[src/bes_pkg.sv]
`default_nettype none
package bes_pkg;

  localparam int MAX_ENTRIES_DEF = 64;

  localparam int CNT_W  = 7;   // entry count, scan pointers, result index
  localparam int IDX_W  = 6;   // entry_index field
  localparam int LINK_W = 8;   // link_value / search_key fields
  localparam int CFG_AW = 3;
  localparam int CFG_DW = 32;

  localparam logic MODE_WRITE  = 1'b0;
  localparam logic MODE_SEARCH = 1'b1;

  localparam logic REG_ENTRY_COUNT = 1'b0;  // register index (paddr[2])

  typedef enum logic [1:0] {
    SEQ_IDLE,
    SEQ_OUTER,
    SEQ_INNER,
    SEQ_DONE
  } seq_state_t;

  typedef struct packed {
    logic             busy;
    logic             done;
    logic             found;
    logic [CNT_W-1:0] res_index;
  } scan_stat_t;

endpackage
`default_nettype wire

[src/bes_link_ram.sv]
`default_nettype none
module bes_link_ram import bes_pkg::*; #(
  parameter int MAX_ENTRIES = MAX_ENTRIES_DEF,
  localparam int AW = (MAX_ENTRIES > 1) ? $clog2(MAX_ENTRIES) : 1
) (
  input  wire logic              clk,
  input  wire logic              wr_en,
  input  wire logic [AW-1:0]     wr_addr,
  input  wire logic [LINK_W-1:0] wr_data,
  input  wire logic              rd_en,
  input  wire logic [AW-1:0]     rd_addr,
  output logic      [LINK_W-1:0] rd_data_r
);

  logic [LINK_W-1:0] mem [MAX_ENTRIES];

  always_ff @(posedge clk) begin
    if (wr_en) begin
      mem[wr_addr] <= wr_data;
    end
  end

  // registered read
  always_ff @(posedge clk) begin
    if (rd_en) begin
      rd_data_r <= mem[rd_addr];
    end
  end

endmodule
`default_nettype wire

[src/bes_scan_seq.sv]
`default_nettype none
module bes_scan_seq import bes_pkg::*; (
  input  wire logic              clk,
  input  wire logic              rst_n,
  input  wire logic              start,
  input  wire logic [LINK_W-1:0] key,
  input  wire logic [CNT_W-1:0]  eff_n,
  input  wire logic              take,
  output logic                   rd_en,
  output logic      [CNT_W-1:0]  rd_ptr,
  input  wire logic [LINK_W-1:0] rd_data,
  output scan_stat_t             stat
);

  seq_state_t        state_r, state_nxt;
  logic [LINK_W-1:0] key_r, key_nxt;
  logic [CNT_W-1:0]  ptr_r, ptr_nxt;
  logic [CNT_W-1:0]  rd_idx_r, rd_idx_nxt;
  logic              rd_vld_r, rd_vld_nxt;
  logic [CNT_W-1:0]  cur_i_r, cur_i_nxt;
  logic [CNT_W-1:0]  res_r, res_nxt;
  logic              found_r, found_nxt;
  logic              issue;
  logic [LINK_W-1:0] cmp_b;
  logic              hit;

  // shared compare: key during the outer scan, candidate index during the inner
  assign cmp_b  = (state_r == SEQ_INNER) ? {1'b0, cur_i_r} : key_r;
  assign hit    = rd_vld_r && (rd_data == cmp_b);
  assign issue  = (ptr_r < eff_n);
  assign rd_ptr = ptr_r;

  always_ff @(posedge clk) begin
    if (!rst_n) begin
      state_r  <= SEQ_IDLE;
      rd_vld_r <= 1'b0;
    end else begin
      state_r  <= state_nxt;
      rd_vld_r <= rd_vld_nxt;
    end
  end

  always_ff @(posedge clk) begin
    key_r    <= key_nxt;
    ptr_r    <= ptr_nxt;
    rd_idx_r <= rd_idx_nxt;
    cur_i_r  <= cur_i_nxt;
    res_r    <= res_nxt;
    found_r  <= found_nxt;
  end

  always_comb begin
    state_nxt  = state_r;
    key_nxt    = key_r;
    ptr_nxt    = ptr_r;
    rd_idx_nxt = rd_idx_r;
    rd_vld_nxt = 1'b0;
    cur_i_nxt  = cur_i_r;
    res_nxt    = res_r;
    found_nxt  = found_r;
    rd_en      = 1'b0;

    unique case (state_r)
      SEQ_IDLE: begin
        if (start) begin
          key_nxt   = key;
          ptr_nxt   = '0;
          state_nxt = SEQ_OUTER;
        end
      end
      SEQ_OUTER, SEQ_INNER: begin
        rd_en      = issue;
        rd_vld_nxt = issue;
        rd_idx_nxt = ptr_r;
        if (issue) begin
          ptr_nxt = CNT_W'(ptr_r + 1'b1);
        end
        if (state_r == SEQ_OUTER) begin
          if (hit) begin
            // candidate found: drop the read in flight, scan for a backlink
            cur_i_nxt  = rd_idx_r;
            ptr_nxt    = '0;
            rd_vld_nxt = 1'b0;
            state_nxt  = SEQ_INNER;
          end else if (!rd_vld_r && !issue) begin
            res_nxt   = eff_n;
            found_nxt = 1'b0;
            state_nxt = SEQ_DONE;
          end
        end else begin
          if (hit) begin
            res_nxt    = cur_i_r;
            found_nxt  = 1'b1;
            rd_vld_nxt = 1'b0;
            state_nxt  = SEQ_DONE;
          end else if (!rd_vld_r && !issue) begin
            // no backlink: resume the outer scan after the candidate
            ptr_nxt   = CNT_W'(cur_i_r + 1'b1);
            state_nxt = SEQ_OUTER;
          end
        end
      end
      SEQ_DONE: begin
        if (take) begin
          state_nxt = SEQ_IDLE;
        end
      end
      default: begin
        state_nxt = SEQ_IDLE;
      end
    endcase
  end

  assign stat.busy      = (state_r != SEQ_IDLE);
  assign stat.done      = (state_r == SEQ_DONE);
  assign stat.found     = found_r;
  assign stat.res_index = res_r;

endmodule
`default_nettype wire

[src/backlinked_entry_search_core.sv]
// Write item: taken with no result; the next item may follow at once.
// Search item: the input stalls until its result loads into the output register;
// the outer scan covers the effective entry count, and each entry whose link equals
// the key starts an inner scan for a backlink.
// The scan makes one compare per cycle on the registered read port of the link RAM.
// Reset (rst_n, synchronous): sequencer idle, entry_count 0, no result; RAM kept.
`default_nettype none
module backlinked_entry_search_core import bes_pkg::*; #(
  parameter int MAX_ENTRIES = MAX_ENTRIES_DEF
) (
  input  wire logic              clk,
  input  wire logic              rst_n,
  // input channel
  input  wire logic              in_valid,
  output logic                   in_stall,
  input  wire logic              in_mode,
  input  wire logic [IDX_W-1:0]  in_entry_index,
  input  wire logic [LINK_W-1:0] in_link_value,
  input  wire logic [LINK_W-1:0] in_search_key,
  // result channel
  output logic                   out_valid,
  input  wire logic              out_stall,
  output logic      [CNT_W-1:0]  out_result_index,
  output logic                   out_found,
  // configuration port
  input  wire logic              psel,
  input  wire logic              penable,
  input  wire logic              pwrite,
  input  wire logic [CFG_AW-1:0] paddr,
  input  wire logic [CFG_DW-1:0] pwdata,
  output logic      [CFG_DW-1:0] prdata,
  output logic                   pready
);

  localparam int AW = (MAX_ENTRIES > 1) ? $clog2(MAX_ENTRIES) : 1;

  logic [CNT_W-1:0]  entry_count_r;
  logic [CNT_W-1:0]  eff_n;
  logic              in_xfer;
  logic              wr_en;
  logic              rd_en;
  logic [CNT_W-1:0]  rd_ptr;
  logic [LINK_W-1:0] rd_data;
  scan_stat_t        stat;
  logic              take;
  logic              out_valid_r;
  logic [CNT_W-1:0]  out_index_r;
  logic              out_found_r;

  // ---------------------------------------------------------------------------
  // Configuration: one register, entry_count, at byte address 0.
  // ---------------------------------------------------------------------------
  assign pready = 1'b1;

  always_ff @(posedge clk) begin
    if (!rst_n) begin
      entry_count_r <= '0;
    end else if (psel && penable && pwrite && pready && (paddr[2] == REG_ENTRY_COUNT)) begin
      entry_count_r <= pwdata[CNT_W-1:0];
    end
  end

  always_comb begin
    prdata = '0;
    if (paddr[2] == REG_ENTRY_COUNT) begin
      prdata = {{(CFG_DW-CNT_W){1'b0}}, entry_count_r};
    end
  end

  // Saturate the count to the table size; it bounds both scans and is the
  // not-found answer.
  assign eff_n = (int'(entry_count_r) > MAX_ENTRIES) ? CNT_W'(MAX_ENTRIES) : entry_count_r;

  // ---------------------------------------------------------------------------
  // Input side: stall while a search runs or its result waits in the
  // sequencer. A write goes straight to the RAM; an index past the table
  // is dropped.
  // ---------------------------------------------------------------------------
  assign in_stall = stat.busy;
  assign in_xfer  = in_valid && !in_stall;
  assign wr_en    = in_xfer && (in_mode == MODE_WRITE) && (int'(in_entry_index) < MAX_ENTRIES);

  bes_link_ram #(
    .MAX_ENTRIES (MAX_ENTRIES)
  ) u_ram (
    .clk       (clk),
    .wr_en     (wr_en),
    .wr_addr   (AW'(in_entry_index)),
    .wr_data   (in_link_value),
    .rd_en     (rd_en),
    .rd_addr   (AW'(rd_ptr)),
    .rd_data_r (rd_data)
  );

  // Nested scan: the outer pass compares each link with the key, and on a
  // match the inner pass looks for any entry linking back to that index.
  bes_scan_seq u_seq (
    .clk     (clk),
    .rst_n   (rst_n),
    .start   (in_xfer && (in_mode == MODE_SEARCH)),
    .key     (in_search_key),
    .eff_n   (eff_n),
    .take    (take),
    .rd_en   (rd_en),
    .rd_ptr  (rd_ptr),
    .rd_data (rd_data),
    .stat    (stat)
  );

  // ---------------------------------------------------------------------------
  // Output register: load a finished result whenever the slot is free or
  // being transferred this cycle; hold it while stalled.
  // ---------------------------------------------------------------------------
  assign take = stat.done && (!out_valid_r || !out_stall);

  always_ff @(posedge clk) begin
    if (!rst_n) begin
      out_valid_r <= 1'b0;
    end else if (take) begin
      out_valid_r <= 1'b1;
    end else if (!out_stall) begin
      out_valid_r <= 1'b0;
    end
  end

  always_ff @(posedge clk) begin
    if (take) begin
      out_index_r <= stat.res_index;
      out_found_r <= stat.found;
    end
  end

  assign out_valid        = out_valid_r;
  assign out_result_index = out_index_r;
  assign out_found        = out_found_r;

`ifndef ASSERT_OFF
  // A found index lies inside the searched range.
  a_found_in_range: assert property (@(posedge clk) disable iff (!rst_n)
    out_valid && out_found |-> (out_result_index < eff_n))
    else $error("found index outside entry count");

  // A miss reports the effective count.
  a_miss_is_count: assert property (@(posedge clk) disable iff (!rst_n)
    out_valid && !out_found |-> (out_result_index == eff_n))
    else $error("miss result differs from entry count");

  // An accepted search occupies the sequencer on the next cycle.
  a_search_busy: assert property (@(posedge clk) disable iff (!rst_n)
    in_valid && !in_stall && (in_mode == MODE_SEARCH) |=> in_stall)
    else $error("search accepted without starting the scan");

  // A write leaves the sequencer idle.
  a_write_idle: assert property (@(posedge clk) disable iff (!rst_n)
    in_valid && !in_stall && (in_mode == MODE_WRITE) |=> !in_stall)
    else $error("write item started a scan");
`endif

endmodule
`default_nettype wire

[config.mk]
export PLATFORM = sky130hd
export DESIGN_NAME = backlinked_entry_search_core
export DESIGN_NICKNAME = d
export VERILOG_FILES = /design/src/bes_pkg.sv /design/src/bes_link_ram.sv /design/src/bes_scan_seq.sv /design/src/backlinked_entry_search_core.sv
export SDC_FILE = /design/constraint.sdc
export NUM_CORES = 1
export LEC_CHECK = 0
export ABC_AREA = 1
export BUFFER_PORTS_ARGS = -buffer_cell sky130_fd_sc_hd__buf_4
export CORE_MARGIN = 1.5
export CORE_UTILIZATION = 55
export DETAILED_ROUTE_END_ITERATION = 10
export GPL_ROUTABILITY_DRIVEN = 0
export HOLD_SLACK_MARGIN = 0.12
export PLACE_DENSITY = 0.68
export SLEW_MARGIN = 20
export SYNTH_ARGS = -nofsm -noshare
export SYNTH_HDL_FRONTEND = slang
export SYNTH_HIERARCHICAL = 1
export SYNTH_SLANG_ARGS = --single-unit
[constraint.sdc]
create_clock -name clk -period 4.9 [get_ports clk]
set_clock_uncertainty 0.1 [all_clocks]
set_input_delay 0.98 -clock clk [delete_from_list [all_inputs] [get_ports clk]]
set_output_delay 0.98 -clock clk [all_outputs]
set_load 0.02 [all_outputs]
Yosys cells after proc, flatten, opt, wreduce, memory -nomap -nowiden
Memory sizes are Yosys's and may differ from the RTL's. A register that Yosys moved wholly into a read port is not among the register bits.
Index checks and enable logic that the tools add are counted.
Operators by class
  bitwise operators: 3
  shift-type cells: 0
  multiplexer cells: 31
  divide/modulo/power cells: 0
  add/subtract/negate cells: 2
  reduce and logical (&&, ||, !) cells: 28
  order comparisons: 2
  equality and inequality tests: 9
  multiply operators: 0
Operators with widths (count)
  $mux 7: 12
  $add 7x1->7 const B: 2
  $mux 2: 7
  $pmux 7 s2: 1
  $logic_and 1x1->1: 9
  $mux 1: 9
  $eq 8x8->1: 1
  $mux 8: 1
  $reduce_bool 2->1: 4
  $gt 7x7->1 const B: 1
  $lt 7x7->1: 1
  $ne 2x1->1 const B: 3
  $pmux 2 s3: 1
  $reduce_and 2->1: 3
  $reduce_and 3->1: 2
  $logic_not 1->1: 5
  $eq 2x2->1 const B: 2
  $reduce_and 4->1: 1
  $reduce_or 2->1: 2
  $ne 3x1->1 const B: 1
  $not 1->1: 3
  $eq 2x1->1 const B: 1
  $logic_not 2->1: 1
  $ne 2x2->1 const B: 1
  $logic_or 1x1->1: 1
Word-level totals
  latch bits: 0
  output and inout bits: 43
  word-level logic and storage cells: 88
  RAM bits: 512
  bits of input ports: 65
  memories kept: 1
  bits in read-only memories: 0
  bits in registers: 56
Memories
  u_ram.mem: depth 64, bits a word 8, read ports 1, clocked after memory_dff 1, wr ports 1, line bes_link_ram.sv:15  | logic [LINK_W-1:0] mem [MAX_ENTRIES];

Logic depth before layout (Yosys ltp)
Gate-level depths: netlist of run 1.
  depth after elaboration: 9
  depth in mapped cells: 18
  mapped depth without buffers: 17

Modules after synthesis
Netlist of run 1, hierarchy kept.
By module, submodules not included
  bes_link_ram: area an instance 21419.3 um^2, cells each 1805, seq. area each 15615.0 um^2, times used 1
  bes_scan_seq: area an instance 2332.2 um^2, cells each 267, seq. area each 1171.1 um^2, times used 1
  backlinked_entry_search_core: area an instance 943.4 um^2, cells each 117, seq. area each 400.4 um^2, times used 1

Worst setup path before layout of run 1
No wires, ideal clock.
  path type: input to register
  start: input port in_mode
  end: memory u_ram.mem[48][0] (enable)
  library setup time: 395 ps
  path buffers: 1
  cell stages on the path: 4
  setup slack: 1878 ps
  arrival: 2528 ps
  path through: nor3_1 clkbuf_1 nand4_1 nor4_1
On the way
  cells in the longest elaborated chain, start to end: 4
RTL lines
  start, declared: line backlinked_entry_search_core.sv:16  | input wire logic in_mode,
  $not 1->1: line backlinked_entry_search_core.sv:81  | assign wr_en = in_xfer && (in_mode == MODE_WRITE) && (int'(in_entry_index) < MAX_ENTRIES);
  $logic_and 1x1->1: line backlinked_entry_search_core.sv:81
  $mux 1: line bes_link_ram.sv:18  | if (wr_en) begin
  $mux 1 (not written as such): line bes_link_ram.sv:19  | mem[wr_addr] <= wr_data;
  end, declared: line bes_link_ram.sv:15
Every way passes these cells.

Worst setup path in the final report of run 1
  start: register u_seq.state_r[0]
  end: memory u_ram.mem[61][0] (enable)
On the way
  cells in the longest elaborated chain, start to end: 6
RTL lines
  start, declared: line bes_scan_seq.sv:15  | seq_state_t state_r, state_nxt;
  start signal, assigned: line bes_scan_seq.sv:38  | state_r <= state_nxt;
  $reduce_bool 2->1: line bes_scan_seq.sv:114  | assign stat.busy = (state_r != SEQ_IDLE);
  $logic_not 1->1: line backlinked_entry_search_core.sv:80  | assign in_xfer = in_valid && !in_stall;
  $logic_and 1x1->1: line backlinked_entry_search_core.sv:80
  $logic_and 1x1->1: line backlinked_entry_search_core.sv:81
  net wr_en: line backlinked_entry_search_core.sv:40  | logic wr_en;
  $mux 1: line bes_link_ram.sv:18
  $mux 1 (not written as such): line bes_link_ram.sv:19
The timed path passes the listed nets, and every way through them passes these cells.

==> out/metrics.cfg, run 1 <==
[status]
status = finished, final reports clean

[worst_setup_path]
r2r_end = u_ram/mem[61][0]$_DFFE_PP_
max_stage_delay_ps = 980
critPathCaptureType = flop
path_max_fanout = 9
reg2reg_from = u_seq/state_r[0]$_SDFFE_PN0P_
crit_path_frequent_cell = inv_1
crit_path_cell_trace = inv_1, ha_1, inv_1, nor3_1, buf_4, nand4_1, nor2_1
r2r_cells = 7
cp_slowest_cell = nor2_1
rrSetupSlack_ps = 1430
cp.required_ps = 5040
startpoint_type = flop
critPathArrivalTime_ps = 3620
crit_type = reg2reg

[yosys]
yosysWarnings = 6
ys.flop_type = edfxtp_1
yosysTopAreaCell = edfxtp_1
ys_ff_latch = 576
synth_edf_count = 565
ys_seq_area_share_pct = 69.6
synth_top_area_share_pct = 68.7
yosys-top-cells-area = edfxtp_1, nand2_1, nand3_1
avgSynthCellArea_um2 = 11.3
syn_area_mm2 = 0.0247
synth_cells = 2189
synthDistinctLibCells = 40
async_flop_share_pct = 0

[grt]
grt_pass1_wl_um = 83800
grt_max_degree = 257
antenna_found_initial = 0
gr-total-overflow = 0
grt_usage_pct = 23.8
grt_pass1_vias = 14900

[final_layout]
fin_area_mm2 = 0.0269
layout.nets = 2283
layout_commonest_cell = nand2_1
area_delta_synth_final_pct = 9.01
drive_gt1_share_pct = 8.53
final_cell_mix = nand2_1, edfxtp_1, nand3_1, nor2_1, buf_4
finish.utilization_pct = 60.9
num_antenna_cells = 0

[floorplan]
rows = 77
boundaryPins = 108
die_area_mm2 = 0.0462
start_util_pct = 55.8
die_y_um = 215
die_x_um = 215
core_mm2 = 0.0442

[clock_network]
root_buffer = clkbuf_16
numCtsBuffers = 56
cts_max_level = 2
tritoncts = built
clock-sinks = 576
postCtsSetupBuffers = 0
path_clk_slew_ps = 60
insertion_delay_ps = 620
cts_hold_buf = 0
clock_tree.buffer_depth = 3
cts_resized = 0

[place]
io_buffer_count = 54
post_dp_cell_area_mm2 = 0.0251
hpwl_um = 31600

[timing]
period_needed_ps = 3470
setup-violations-final = 0
hold_violations = 0
rsz0062_at_grt = no
slew_violations = 0
period_share_pct = 70.9
clock.fmax_ghz = 0.288
worst-slew-pin-transition_ps = 1090
fin_tns_setup_ps = 0
maxSlewHeadroom_pct = 27.4

[pwr]
power_density_mw_per_mm2 = 527
clkPwrFrac_pct = 28.9
pwr-share-seq_pct = 40.7
switching_share_pct = 35.3
combPwrFrac_pct = 30.4
p_sw_w = 0.00501
p_int_w = 0.00919
vdd_drop_max_v = 0.000349
p_leak_nw = 9.96

[routing]
drc = 0
via_count = 15900
wl_um = 54900
ant_nets = 0
first_pass_iters = 6
via_per_inst = 5.60
drtIter0Drc = 1758
wl_per_cell_um = 19.3

[worst_hold_path]
whs_endpoint = u_seq/cur_i_r[0]$_DFFE_PP_
hold_depth = 0
hp-class = reg2reg
worstHoldStart = u_seq/rd_idx_r[0]$_DFFE_PN_

[flow_run]
cap_violations = 0

## stage by stage
stage / total power, W / setup WS, ps / hold slack [ps] / std cells
global route: 0.0149 / 1430 / 327 / 2843
floorplan: 0.00915 / 1880 / 300 / 2213
finish: 0.0142 / 1430 / 318 / 2843
global placement: 0.0100 / 1260 / 300 / 2739
CTS: 0.0142 / 1570 / 318 / 2842
detailed placement: 0.0101 / 1210 / 305 / 2739
## cell families after synthesis
logic type / share of synthesized area, %
AO/OA/AOI/OAI: 0.628
XOR/XNOR: 0.284
adder cells (fa/ha/maj): 0.608
buffers and inverters: 5.40
flip-flops: 69.6
other: 0.0304
AND/OR/NAND/NOR: 23.5
## worst max-delay path by stage
stage	startpoint	to	slack [ps]	cells after the start
6_report	u_seq/state_r[0]$_SDFFE_PN0P_	u_ram/mem[61][0]$_DFFE_PP_	1430	7
5_1_grt	u_seq/state_r[0]$_SDFFE_PN0P_	u_ram/mem[61][7]$_DFFE_PP_	1430	7
4_1_cts	u_seq/state_r[0]$_SDFFE_PN0P_	u_ram/mem[44][2]$_DFFE_PP_	1570	7
3_5_place_dp	in_mode	u_ram/mem[61][2]$_DFFE_PP_	1210	5
3_3_place_gp	in_mode	u_ram/mem[12][0]$_DFFE_PP_	1260	5
2_1_floorplan	in_mode	u_ram/mem[48][0]$_DFFE_PP_	1880	4
## flip-flops by register name (all words and copies together), names as in the netlist
register          flops
out_found             1
out_valid             1
u_seq/rd_idx_r        7
u_seq/key_r           8
u_seq/state_r         2
u_ram/mem           512
entry_count_r         7
u_seq/res_r           7
u_seq/rd_vld_r        1
u_seq/found_r         1
u_seq/cur_i_r         7
u_ram/rd_data_r       8
u_seq/rd_ptr          7
out_result_index      7
## final cells by class
cell class	count	area [µm²]
Multi-Input combinational cell	1422	6270
Clock inverter	39	322
Clock buffer	64	1450
Sequential cell	576	17200
Fill cell	3431	17300
Tap cell	592	741
Inverter	67	268
Timing Repair Buffer	83	681
## critical path: cells and delay by family, from the launching register on
kind	cells	cell delay, ps
AND/OR/NAND/NOR	3	2010
buffers and inverters	3	470
flip-flops	1	330
adder cells (fa/ha/maj)	1	210
## power by group through the flow
stage	clock network, W	logic [W]	registers (W)
final	0.00410	0.00431	0.00577
after global routing	0.00438	0.00478	0.00579
after CTS	0.00417	0.00425	0.00578
after detailed placement	0	0.00423	0.00588
after global placement	0	0.00414	0.00587
after floorplan	0	0.00333	0.00582
## metal layers
| layer | share of wire (%) | track usage, % | vias up |
|---|---|---|---|
| met2 | 47 | 37.5 | 637 |
| met5 | 0 | 0 | - |
| met1 | 42 | 33.3 | 7607 |
| li1 | - | - | 7556 |
| met3 | 7.4 | 3.72 | 125 |
| met4 | 3.9 | 9.60 | 0 |
## cells in the mapped netlist, types with 4 or more instances
| library cell | n |
|---|---|
| a21oi_1 | 10 |
| buf_1 | 10 |
| buf_2 | 38 |
| buf_4 | 42 |
| buf_6 | 38 |
| clkbuf_1 | 18 |
| clkinv_1 | 7 |
| dfxtp_1 | 11 |
| edfxtp_1 | 565 |
| ha_1 | 12 |
| inv_1 | 53 |
| inv_2 | 4 |
| nand2_1 | 739 |
| nand2_2 | 7 |
| nand3_1 | 463 |
| nand3b_1 | 4 |
| nand4_1 | 12 |
| nor2_1 | 100 |
| nor4_1 | 8 |
| o21ai_0 | 14 |
| xor2_1 | 5 |
Note: power is estimated with default switching activity, not from simulation.
==> inputs of run 2 (changes only) <==
clock period = 3.6 ns   (was 4.9 ns; I/O delays follow)
==> out/metrics.cfg, run 2 (same netlist as run 1, synthesis figures left out) <==
[grt]
grt_pass1_wl_um = 87700  ; +4.7%
grt_max_degree = 134  ; -48%
gr-total-overflow = 0  ; unchanged
grt_usage_pct = 24.9  ; +1.1 points
grt_pass1_vias = 15500  ; +4.0%
antenna_found_initial = 0  ; unchanged

[pwr]
clkPwrFrac_pct = 31.4  ; +2.5 points
vdd_drop_max_v = 0.000493  ; +41%
p_sw_w = 0.00700  ; +40%
pwr-share-seq_pct = 38.4  ; -2.3 points
p_leak_nw = 10.4  ; +4.1%
combPwrFrac_pct = 30.2  ; -0.2 points
p_int_w = 0.0133  ; +44%
switching_share_pct = 34.6  ; -0.72 points
finalPower_w = 0.0203  ; +43%
power_density_mw_per_mm2 = 733  ; +39%

[final_layout]
nFillCells = 3381  ; -1.5%
layout_commonest_cell = nand2_1
layout.nets = 2344  ; +2.7%
drive_gt1_share_pct = 10.9  ; +2.4 points
num_antenna_cells = 0  ; unchanged
final_cell_mix = nand2_1, edfxtp_1, nand3_1, buf_4, nor2_1
top_register = u_ram/mem
area_delta_synth_final_pct = 11.9
largest_registers = u_ram/mem x512, u_ram/rd_data_r x8, u_seq/key_r x8
largest_reg_flops = 512  ; unchanged

[routing]
wl_per_cell_um = 19.8  ; +2.7%
via_count = 16400  ; +2.9%
wl_um = 57700  ; +5.1%
drtIter0Drc = 1786  ; +1.6%
via_per_inst = 5.64  ; +0.63%
first_pass_iters = 5  ; -1
ant_nets = 0  ; unchanged
drc = 0  ; unchanged

[place]
hpwl_um = 33300  ; +5.3%
io_buffer_count = 54  ; unchanged

[clock_network]
cts_max_level = 2  ; unchanged
clock_tree.buffer_depth = 3  ; unchanged
postCtsSetupBuffers = 0  ; unchanged
clock-sinks = 576  ; unchanged
root_buffer = clkbuf_16
cts_hold_buf = 0  ; unchanged
cts_resized = 0  ; unchanged
tritoncts = built
path_clk_slew_ps = 60  ; about the same
insertion_delay_ps = 620  ; about the same
numCtsBuffers = 58  ; +3.6%

[worst_setup_path]
path_max_fanout = 10  ; +1
cp.required_ps = 3740  ; -1300 ps
critPathCaptureType = flop
startpoint_type = flop
critPathArrivalTime_ps = 3010  ; -610 ps
crit_type = reg2reg

[timing]
maxSlewHeadroom_pct = 25.5  ; -1.9 points
clock.fmax_ghz = 0.348  ; +21%
rsz0062_at_grt = no
period_needed_ps = 2870  ; -604 ps
slew_violations = 0  ; unchanged
setup-violations-final = 0  ; unchanged
fin_tns_setup_ps = 0  ; unchanged
hold_violations = 0  ; unchanged
period_share_pct = 79.8  ; +8.8 points
worst-slew-pin-transition_ps = 1120  ; +27.9 ps

[floorplan]
rows = 77  ; unchanged
core_mm2 = 0.0442  ; unchanged
die_y_um = 215  ; unchanged
boundaryPins = 108  ; unchanged
start_util_pct = 55.8  ; unchanged
die_x_um = 215  ; unchanged
die_area_mm2 = 0.0462  ; unchanged

[status]
status = finished, final reports clean

[flow_run]
cap_violations = 0  ; unchanged

[worst_hold_path]
hp-class = in2reg

run 2: metrics by stage:
| step | area [µm²] | utilization, % | setup WS [ps] | cells | hold slack, ps |
|---|---|---|---|---|---|
| CTS | 27600 | 62.5 | 747 | 2908 | 154 |
| detailed placement | 25600 | 57.9 | 749 | 2799 | 305 |
| floorplan | 24800 | - | 809 | 2213 | 300 |
| global route | 27600 | 62.5 | 458 | 2908 | 159 |
| finish | 27600 | 62.5 | 729 | 2908 | 184 |
| global placement | 25600 | 57.9 | 789 | 2799 | 301 |
run 2: critical path: stages (launching register included):
cell and delay, ps:
dfxtp_1 340, inv_1 110, ha_1 440, nand2_1 160
nand2_1 100, nand2_1 50, nand2_1 50, nand2_1 60
nor2_2 140, nand2_4 120, nand2_1 100, nand2_1 70
a21oi_1 660
run 2: cell type report:
cell class	count	area (µm²)	area share, %
multi-input combinational	1422	6260	22.7
inverter	67	268	0.969
timing repair buffer	142	1140	4.13
sequential	576	17200	62.2
clock buffer	69	1510	5.48
clock inverter	40	513	1.86
tap	592	741	2.68
run 2: final timing paths:
check	startpoint	endpoint	slack [ps]	cells past startpoint
setup / recovery	u_seq/state_r[0]$_SDFFE_PN0P_	u_seq/res_r[1]$_DFFE_PP_	730	12
hold reg to reg	u_seq/res_r[3]$_DFFE_PP_	out_result_index[3]$_DFFE_PP_	320	0
setup reg to reg	u_seq/state_r[0]$_SDFFE_PN0P_	u_seq/res_r[1]$_DFFE_PP_	730	12
hold / removal	in_search_key[4]	u_seq/key_r[4]$_DFFE_PP_	180	1
run 2: routing by layer:
layer | GRT usage [%] | vias to the layer above | part of all wire [%]
li1 | - | 7692 | -
met5 | 0 | - | 0
met2 | 40.2 | 664 | 47
met1 | 34.4 | 7920 | 42
met3 | 3.68 | 115 | 7.4
met4 | 9.18 | 0 | 3.2
run 2: power by group through the flow:
stage / logic, W / clock network (W) / registers (W)
floorplan: 0.00454 / 0 / 0.00792
global placement: 0.00589 / 0 / 0.00792
detailed placement: 0.00599 / 0 / 0.00793
CTS: 0.00602 / 0.00644 / 0.00779
global route: 0.00673 / 0.00669 / 0.00780
finish: 0.00611 / 0.00636 / 0.00778
